### src/design/sidec_pkg.sv
package sidec_pkg;

  // ASCII output codes, 6 bits wide
  localparam int unsigned CharW = 6;
  localparam logic [CharW-1:0] CharZero  = 6'd48;
  localparam logic [CharW-1:0] CharMinus = 6'd45;

  // Shift-and-add-3 steps done in one pipeline stage
  localparam int unsigned StepsPerStage = 8;

  typedef logic [3:0] bcd_digit_t;

  // Decimal digits needed for a magnitude of the given bit count:
  // floor(width * log10(2)) + 1, with log10(2) ~ 1233 / 4096.
  function automatic int unsigned num_digits(input int unsigned width);
    return ((width * 1233) >> 12) + 1;
  endfunction

endpackage

### src/design/sidec_front.sv
module sidec_front #(
  parameter int unsigned ValueW = 32
) (
  input  logic              clk_i,
  input  logic              rst_ni,
  input  logic              in_valid_i,
  output logic              in_ready_o,
  input  logic [ValueW-1:0] in_value_i,
  output logic              out_valid_o,
  input  logic              out_ready_i,
  output logic              out_neg_o,
  output logic [ValueW-1:0] out_mag_o
);

  logic              valid_q;
  logic              neg_q, neg_d;
  logic [ValueW-1:0] mag_q, mag_d;
  logic              load;

  assign in_ready_o = !valid_q || out_ready_i;
  assign load       = in_valid_i && in_ready_o;

  // Split sign and unsigned magnitude; the most negative value maps to 2^(W-1)
  always_comb begin
    neg_d = in_value_i[ValueW-1];
    mag_d = neg_d ? ValueW'(~in_value_i + 1'b1) : in_value_i;
  end

  always_ff @(posedge clk_i or negedge rst_ni) begin
    if (!rst_ni) begin
      valid_q <= 1'b0;
    end else if (in_ready_o) begin
      valid_q <= in_valid_i;
    end
  end

  always_ff @(posedge clk_i) begin
    if (load) begin
      neg_q <= neg_d;
      mag_q <= mag_d;
    end
  end

  assign out_valid_o = valid_q;
  assign out_neg_o   = neg_q;
  assign out_mag_o   = mag_q;

endmodule

### src/design/sidec_dabble_stage.sv
module sidec_dabble_stage #(
  parameter int unsigned ValueW    = 32,
  parameter int unsigned NumDigits = 10,
  parameter int unsigned Steps     = 8
) (
  input  logic                   clk_i,
  input  logic                   rst_ni,
  input  logic                   in_valid_i,
  output logic                   in_ready_o,
  input  logic                   in_neg_i,
  input  logic [ValueW-1:0]      in_mag_i,
  input  logic [4*NumDigits-1:0] in_bcd_i,
  output logic                   out_valid_o,
  input  logic                   out_ready_i,
  output logic                   out_neg_o,
  output logic [ValueW-1:0]      out_mag_o,
  output logic [4*NumDigits-1:0] out_bcd_o
);

  import sidec_pkg::*;

  localparam int unsigned BcdW = 4 * NumDigits;

  logic            valid_q;
  logic            neg_q;
  logic [ValueW-1:0] mag_q, mag_d;
  logic [BcdW-1:0]   bcd_q, bcd_d;
  logic            load;

  assign in_ready_o = !valid_q || out_ready_i;
  assign load       = in_valid_i && in_ready_o;

  // Run this stage's share of shift-and-add-3 steps, MSB of the magnitude first
  always_comb begin
    bcd_digit_t dig;
    mag_d = in_mag_i;
    bcd_d = in_bcd_i;
    for (int s = 0; s < Steps; s++) begin
      for (int d = 0; d < NumDigits; d++) begin
        dig = bcd_d[4*d +: 4];
        if (dig >= 4'd5) begin
          bcd_d[4*d +: 4] = dig + 4'd3;
        end
      end
      bcd_d = {bcd_d[BcdW-2:0], mag_d[ValueW-1]};
      mag_d = {mag_d[ValueW-2:0], 1'b0};
    end
  end

  always_ff @(posedge clk_i or negedge rst_ni) begin
    if (!rst_ni) begin
      valid_q <= 1'b0;
    end else if (in_ready_o) begin
      valid_q <= in_valid_i;
    end
  end

  always_ff @(posedge clk_i) begin
    if (load) begin
      neg_q <= in_neg_i;
      mag_q <= mag_d;
      bcd_q <= bcd_d;
    end
  end

  assign out_valid_o = valid_q;
  assign out_neg_o   = neg_q;
  assign out_mag_o   = mag_q;
  assign out_bcd_o   = bcd_q;

endmodule

### src/design/sidec_lead.sv
module sidec_lead #(
  parameter int unsigned NumDigits = 10,
  parameter int unsigned IdxW      = 4
) (
  input  logic                   clk_i,
  input  logic                   rst_ni,
  input  logic                   in_valid_i,
  output logic                   in_ready_o,
  input  logic                   in_neg_i,
  input  logic [4*NumDigits-1:0] in_bcd_i,
  output logic                   out_valid_o,
  input  logic                   out_ready_i,
  output logic                   out_neg_o,
  output logic [4*NumDigits-1:0] out_bcd_o,
  output logic [IdxW-1:0]        out_nsig_o
);

  logic                   valid_q;
  logic                   neg_q;
  logic [4*NumDigits-1:0] bcd_q;
  logic [IdxW-1:0]        nsig_q, nsig_d;
  logic                   load;

  assign in_ready_o = !valid_q || out_ready_i;
  assign load       = in_valid_i && in_ready_o;

  // Count significant digits; zero still prints one digit
  always_comb begin
    nsig_d = IdxW'(1);
    for (int d = 0; d < NumDigits; d++) begin
      if (in_bcd_i[4*d +: 4] != 4'd0) begin
        nsig_d = IdxW'(d + 1);
      end
    end
  end

  always_ff @(posedge clk_i or negedge rst_ni) begin
    if (!rst_ni) begin
      valid_q <= 1'b0;
    end else if (in_ready_o) begin
      valid_q <= in_valid_i;
    end
  end

  always_ff @(posedge clk_i) begin
    if (load) begin
      neg_q  <= in_neg_i;
      bcd_q  <= in_bcd_i;
      nsig_q <= nsig_d;
    end
  end

  assign out_valid_o = valid_q;
  assign out_neg_o   = neg_q;
  assign out_bcd_o   = bcd_q;
  assign out_nsig_o  = nsig_q;

endmodule

### src/design/sidec_serializer.sv
module sidec_serializer #(
  parameter int unsigned NumDigits = 10,
  parameter int unsigned IdxW      = 4
) (
  input  logic                         clk_i,
  input  logic                         rst_ni,
  input  logic                         in_valid_i,
  output logic                         in_ready_o,
  input  logic                         in_neg_i,
  input  logic [4*NumDigits-1:0]       in_bcd_i,
  input  logic [IdxW-1:0]              in_nsig_i,
  output logic                         out_valid_o,
  input  logic                         out_ready_i,
  output logic [sidec_pkg::CharW-1:0]  out_char_o,
  output logic                         out_last_o
);

  import sidec_pkg::*;

  localparam int unsigned DigIdxW = $clog2(NumDigits);

  // Work registers: the item being printed
  logic                   w_valid_q;
  logic                   w_neg_q;
  logic [IdxW-1:0]        w_idx_q;
  logic [4*NumDigits-1:0] w_bcd_q;

  // Output register
  logic             o_valid_q;
  logic [CharW-1:0] o_char_q, o_char_d;
  logic             o_last_q, o_last_d;

  logic             out_free, emit, emit_last, load;
  logic [IdxW-1:0]  sel;
  bcd_digit_t       digit;
  bcd_digit_t       digs [NumDigits];

  assign out_free  = !o_valid_q || out_ready_i;
  assign emit      = w_valid_q && out_free;
  assign emit_last = !w_neg_q && (w_idx_q == IdxW'(1));

  assign in_ready_o = !w_valid_q || (out_free && emit_last);
  assign load       = in_valid_i && in_ready_o;

  // Pick the next character: minus sign first, then digits MSB first
  always_comb begin
    for (int d = 0; d < NumDigits; d++) begin
      digs[d] = w_bcd_q[4*d +: 4];
    end
    sel   = w_idx_q - IdxW'(1);
    digit = digs[sel[DigIdxW-1:0]];
    if (w_neg_q) begin
      o_char_d = CharMinus;
      o_last_d = 1'b0;
    end else begin
      o_char_d = CharZero + CharW'(digit);
      o_last_d = emit_last;
    end
  end

  always_ff @(posedge clk_i or negedge rst_ni) begin
    if (!rst_ni) begin
      w_valid_q <= 1'b0;
      o_valid_q <= 1'b0;
    end else begin
      if (load) begin
        w_valid_q <= 1'b1;
      end else if (emit && emit_last) begin
        w_valid_q <= 1'b0;
      end
      if (out_free) begin
        o_valid_q <= w_valid_q;
      end
    end
  end

  // Load a new item or advance through the current one
  always_ff @(posedge clk_i) begin
    if (load) begin
      w_neg_q <= in_neg_i;
      w_idx_q <= in_nsig_i;
      w_bcd_q <= in_bcd_i;
    end else if (emit) begin
      if (w_neg_q) begin
        w_neg_q <= 1'b0;
      end else begin
        w_idx_q <= sel;
      end
    end
    if (emit) begin
      o_char_q <= o_char_d;
      o_last_q <= o_last_d;
    end
  end

  assign out_valid_o = o_valid_q;
  assign out_char_o  = o_char_q;
  assign out_last_o  = o_last_q;

endmodule

### src/design/signed_int_to_decimal_ascii_unit.sv
// Converts one signed VALUE_WIDTH-bit integer per input transfer into its
// decimal ASCII text, one character per output transfer: a minus sign for
// negative values, then the digits most significant first with leading zeros
// dropped (zero prints "0"); last_o marks the final character. The most
// negative value prints correctly. Conversion runs in a pipeline of a
// sign/magnitude stage, ceil(VALUE_WIDTH/8) shift-and-add-3 stages of up to
// eight bits each, a digit-count stage and the character serializer.
// The serializer sets the rate: it sends one character per cycle while
// out_ready_i is high, and an item is (digits + sign) characters, 1 to 11
// for a 32-bit value; the pipeline ahead of it holds further items meanwhile.
module signed_int_to_decimal_ascii_unit #(
  parameter int unsigned VALUE_WIDTH = 32
) (
  input  logic                        clk_i,
  input  logic                        rst_ni,
  input  logic                        in_valid_i,
  output logic                        in_ready_o,
  input  logic [VALUE_WIDTH-1:0]      value_i,
  output logic                        out_valid_o,
  input  logic                        out_ready_i,
  output logic [sidec_pkg::CharW-1:0] char_code_o,
  output logic                        last_o
);

  import sidec_pkg::*;

  localparam int unsigned NumDigits = num_digits(VALUE_WIDTH);
  localparam int unsigned BcdW      = 4 * NumDigits;
  localparam int unsigned IdxW      = $clog2(NumDigits + 1);
  localparam int unsigned NStages   = (VALUE_WIDTH + StepsPerStage - 1) / StepsPerStage;

  logic                   st_valid [NStages+1];
  logic                   st_ready [NStages+1];
  logic                   st_neg   [NStages+1];
  logic [VALUE_WIDTH-1:0] st_mag   [NStages+1];
  logic [BcdW-1:0]        st_bcd   [NStages+1];

  logic                   ld_valid, ld_ready, ld_neg;
  logic [BcdW-1:0]        ld_bcd;
  logic [IdxW-1:0]        ld_nsig;

  // Sign and magnitude
  sidec_front #(
    .ValueW (VALUE_WIDTH)
  ) u_front (
    .clk_i       (clk_i),
    .rst_ni      (rst_ni),
    .in_valid_i  (in_valid_i),
    .in_ready_o  (in_ready_o),
    .in_value_i  (value_i),
    .out_valid_o (st_valid[0]),
    .out_ready_i (st_ready[0]),
    .out_neg_o   (st_neg[0]),
    .out_mag_o   (st_mag[0])
  );

  assign st_bcd[0] = '0;

  // Binary to BCD conversion stages
  for (genvar s = 0; s < NStages; s++) begin : g_dabble
    localparam int unsigned Steps = (s == NStages - 1) ?
        VALUE_WIDTH - StepsPerStage * (NStages - 1) : StepsPerStage;

    sidec_dabble_stage #(
      .ValueW    (VALUE_WIDTH),
      .NumDigits (NumDigits),
      .Steps     (Steps)
    ) u_stage (
      .clk_i       (clk_i),
      .rst_ni      (rst_ni),
      .in_valid_i  (st_valid[s]),
      .in_ready_o  (st_ready[s]),
      .in_neg_i    (st_neg[s]),
      .in_mag_i    (st_mag[s]),
      .in_bcd_i    (st_bcd[s]),
      .out_valid_o (st_valid[s+1]),
      .out_ready_i (st_ready[s+1]),
      .out_neg_o   (st_neg[s+1]),
      .out_mag_o   (st_mag[s+1]),
      .out_bcd_o   (st_bcd[s+1])
    );
  end

  // Count significant digits
  sidec_lead #(
    .NumDigits (NumDigits),
    .IdxW      (IdxW)
  ) u_lead (
    .clk_i       (clk_i),
    .rst_ni      (rst_ni),
    .in_valid_i  (st_valid[NStages]),
    .in_ready_o  (st_ready[NStages]),
    .in_neg_i    (st_neg[NStages]),
    .in_bcd_i    (st_bcd[NStages]),
    .out_valid_o (ld_valid),
    .out_ready_i (ld_ready),
    .out_neg_o   (ld_neg),
    .out_bcd_o   (ld_bcd),
    .out_nsig_o  (ld_nsig)
  );

  // Emit characters
  sidec_serializer #(
    .NumDigits (NumDigits),
    .IdxW      (IdxW)
  ) u_ser (
    .clk_i       (clk_i),
    .rst_ni      (rst_ni),
    .in_valid_i  (ld_valid),
    .in_ready_o  (ld_ready),
    .in_neg_i    (ld_neg),
    .in_bcd_i    (ld_bcd),
    .in_nsig_i   (ld_nsig),
    .out_valid_o (out_valid_o),
    .out_ready_i (out_ready_i),
    .out_char_o  (char_code_o),
    .out_last_o  (last_o)
  );

endmodule

### config.mk
export PLATFORM = sky130hd
export DESIGN_NAME = signed_int_to_decimal_ascii_unit
export DESIGN_NICKNAME = d
export VERILOG_FILES = /design/src/design/sidec_pkg.sv /design/src/design/sidec_front.sv /design/src/design/sidec_dabble_stage.sv /design/src/design/sidec_lead.sv /design/src/design/sidec_serializer.sv /design/src/design/signed_int_to_decimal_ascii_unit.sv
export SDC_FILE = /design/constraint.sdc
export NUM_CORES = 1
export LEC_CHECK = 0
export ABC_AREA = 0
export BUFFER_PORTS_ARGS = -buffer_cell sky130_fd_sc_hd__buf_2
export CAP_MARGIN = 20
export CELL_PAD_IN_SITES_DETAIL_PLACEMENT = 0
export CELL_PAD_IN_SITES_GLOBAL_PLACEMENT = 2
export CORE_MARGIN = 10
export CORE_UTILIZATION = 35
export CTS_CLUSTER_DIAMETER = 60
export CTS_CLUSTER_SIZE = 12
export DETAILED_ROUTE_END_ITERATION = 7
export GPL_ROUTABILITY_DRIVEN = 0
export GPL_TIMING_DRIVEN = 0
export HOLD_SLACK_MARGIN = 0.06
export PLACE_DENSITY = 0.77
export RECOVER_POWER = 100
export SYNTH_ARGS = -nofsm -noshare
export SYNTH_HDL_FRONTEND = slang
export SYNTH_HIERARCHICAL = 1
export SYNTH_SLANG_ARGS = --single-unit
### constraint.sdc
create_clock -name clk_i -period 7.4 [get_ports clk_i]
set_clock_uncertainty 0.05 [all_clocks]
set_input_delay 1.11 -clock clk_i [delete_from_list [all_inputs] [get_ports clk_i]]
set_output_delay 1.11 -clock clk_i [all_outputs]
set_load 0.05 [all_outputs]
==> out/metrics.csv <==
stage;metric;value;unit
outcome;status;finished with violations;
outcome;failing checks;capacitance limit, slew limit;
floorplanning;io pins;45;
timing;Max Slew Vio Count;240;
detailed_routing;Iter 0 DRT Violations;3606;
placement;Detailed Place HPWL;106;mm
setup_path;Top cell by count, worst path;ha_1;
floorplanning;core area;0.158;sq mm
final_layout;# fillers;16200;
placement;# port buffers;43;
global_routing;met1 global-route usage;22.2;%
run;Max-cap violations;6;
detailed_routing;Residual DRC;0;
cts;clock slew seen by the registers of the worst setup and hold paths;0.06;ns
setup_path;Reg2Reg Setup Slack;0.32;ns
final_layout;fraction of layout cells with a size suffix above 1;17.2;%
timing;slew margin rel.;-117;%
detailed_routing;via count;52900;
floorplanning;die area;0.176;sq mm
detailed_routing;Avg Vias per Cell;5.58;
floorplanning;width of the die;419;um
cts;worst skew pair latency;0.64;ns
timing;Hold Vio Cnt, Final;0;
setup_path;crit-path max FO;9;
global_routing;pin count of the biggest net entering global routing;47;
global_routing;GRT Max-Usage Layer;met2;
setup_path;CP required;7.73;ns
floorplanning;Die Y;419;um
yosys;Mapped Cells;7023;
timing;FMAX;0.141;GHz
timing;post-route minimum period;7.08;ns
final_layout;Final nets;7653;
setup_path;CP Buf/Inv Count;5;
timing;endpoints failing setup;0;
yosys;YS warnings;6;
cts;CTS Buf Count;49;
cts;TritonCTS clock tree;yes;
global_routing;vias in the first global route;47800;
cts;hold buffers post-CTS;0;
global_routing;grt met3 use;1.28;%
floorplanning;num rows;146;
final_layout;Area Growth Syn to Fin;11.9;%
setup_path;CP max-delay cell;edfxtp_1;
detailed_routing;Final ANT Viol Nets;0;
global_routing;Total Routing Usage GR;14.8;%
setup_path;Critical Path Stages;29;
cts;H-tree levels;2;
setup_path;R2R Path Start;g_dabble[1].u_stage/out_bcd_o[4];
detailed_routing;Routed WL per cell;14.5;um
setup_path;cell family with most CP delay;compound AO/OA/AOI/OAI gates;
setup_path;Arrival @ worst endpoint;7.41;ns
setup_path;Crit Path Category;flip-flop to flip-flop;
timing;final worst-path cycle share;95.7;%
setup_path;Worst path max stage delay;0.49;ns
detailed_routing;DRT Pass-1 Iters;6;
setup_path;startpoint types;flip-flop;
global_routing;first-pass GRT wire length;233;mm
setup_path;R2R depth;29;
detailed_routing;routed wire length;137;mm
timing;Worst-Margin Slew;3.25;ns
yosys;Syn Area/Cell;7.95;sq um
yosys;mapped cell area;0.0558;sq mm
global_routing;GR met2 Demand/Resource;23.1;%
timing;setup TNS;0;ns
floorplanning;Initial Utilization;35.2;%
global_routing;initial antenna violation count;4;
cts;CTS Buffer Depth;3;
cts;CTS Root Cell;clkbuf_16;
hold_path;worst hold-check path type;primary input to asynchronous set/reset pin;
global_routing;GR Overflow Total;0;
setup_path;FF-to-FF End;g_dabble[2].u_stage/out_bcd_o[13];
cts;clock sinks;349;
setup_path;Worst setup EP type;flip-flop;
[state kept, by name, summed over array words and instances, names as in the netlist, 5 cells and up]
signal	count
g_dabble.u_stage/out_mag_o	48
u_lead/out_bcd_o	40
u_front/out_mag_o	32
u_ser/w_bcd_q	40
u_ser/out_char_o	5
g_dabble.u_stage/out_bcd_o	160
[routing by layer]
metal	vias up	part of all wire, %
li1	27500	-
met1	24600	53
met2	638	43
met3	96	2.5
met4	0	1.3
met5	-	0
[timing repair]
item	CTS	global route
buffers inserted	20	73
pin swaps	12	46
gates cloned	0	1
gates resized for setup	35	217
setup endpoints to repair	61	94
[worst register-to-register path, delay by kind of cell, from the launching register on]
family | cells | cell delay (ns)
DFF | 1 | 0.49
buffers and inverters | 5 | 0.53
AOI/OAI and AO/OA | 12 | 3.12
muxes | 1 | 0.24
and+or+nand+nor | 5 | 0.84
adders and majority gates | 6 | 1.55
[worst max-delay path by stage]
| stage | startpoint | to | slack, ns |
|---|---|---|---|
| finish | g_dabble[1].u_stage/out_bcd_o[4] | g_dabble[2].u_stage/out_bcd_o[13] | 0.32 |
| global route | g_dabble[1].u_stage/out_bcd_o[32] | g_dabble[2].u_stage/out_bcd_o[38] | -0.04 |
| CTS | g_dabble[0].u_stage/out_bcd_o[8] | g_dabble[1].u_stage/out_bcd_o[13] | 0.007 |
| detailed placement | g_dabble[2].u_stage/out_bcd_o[8] | g_dabble[3].u_stage/out_bcd_o[13] | -0.92 |
| global placement | g_dabble[2].u_stage/out_bcd_o[8] | g_dabble[3].u_stage/out_bcd_o[13] | -0.89 |
| floorplan | g_dabble[0].u_stage/out_bcd_o[8] | g_dabble[1].u_stage/out_bcd_o[13] | 0.30 |
[cell usage in the layout, fill, tap and decap left out, types with 109 or more instances in the layout]
cell type	n
buf_4	109
nand2b_1	161
nor2_1	543
nand2_1	598
conb_1	159
nand3_1	198
o21ai_1	124
ha_1	227
edfxtp_1	341
clkbuf_1	118
xnor2_1	122
o21ai_0	375
nor3_1	213
inv_1	344
mux2i_1	174
o22ai_1	112
a21oi_1	479
buf_2	131
o211ai_1	132
a31oi_1	110
[final cells by class]
| type | instances | area, sq um | area share (%) |
|---|---|---|---|
| Buffer | 258 | 1240 | 1.99 |
| Clock inverter | 32 | 345 | 0.553 |
| Inverter | 392 | 1490 | 2.38 |
| Clock buffer | 50 | 1230 | 1.97 |
| Sequential cell | 349 | 10400 | 16.7 |
| Multi-Input combinational cell | 6179 | 44200 | 70.7 |
| Antenna cell | 1 | 2.50 | 0.00401 |
| Tap cell | 2072 | 2590 | 4.15 |
| Timing Repair Buffer | 144 | 938 | 1.50 |
[metrics by stage]
stage | worst slack, ns | util (%) | instances | area (sq um) | hold WS [ns]
detailed placement | -0.916 | 37.5 | 9302 | 59400 | 0.355
floorplan | 0.302 | - | 7180 | 56400 | 0.350
finish | 0.321 | 39.4 | 9477 | 62500 | 0.361
global placement | -0.888 | 37.4 | 9295 | 59200 | 0.352
global route | -0.0421 | 39.4 | 9477 | 62500 | 0.365
CTS | 0.00710 | 38.7 | 9404 | 61300 | 0.212
Power is left out: the tool's default activity adds up to more than one toggle a clock period on the data nets, which glitch-free logic cannot reach.
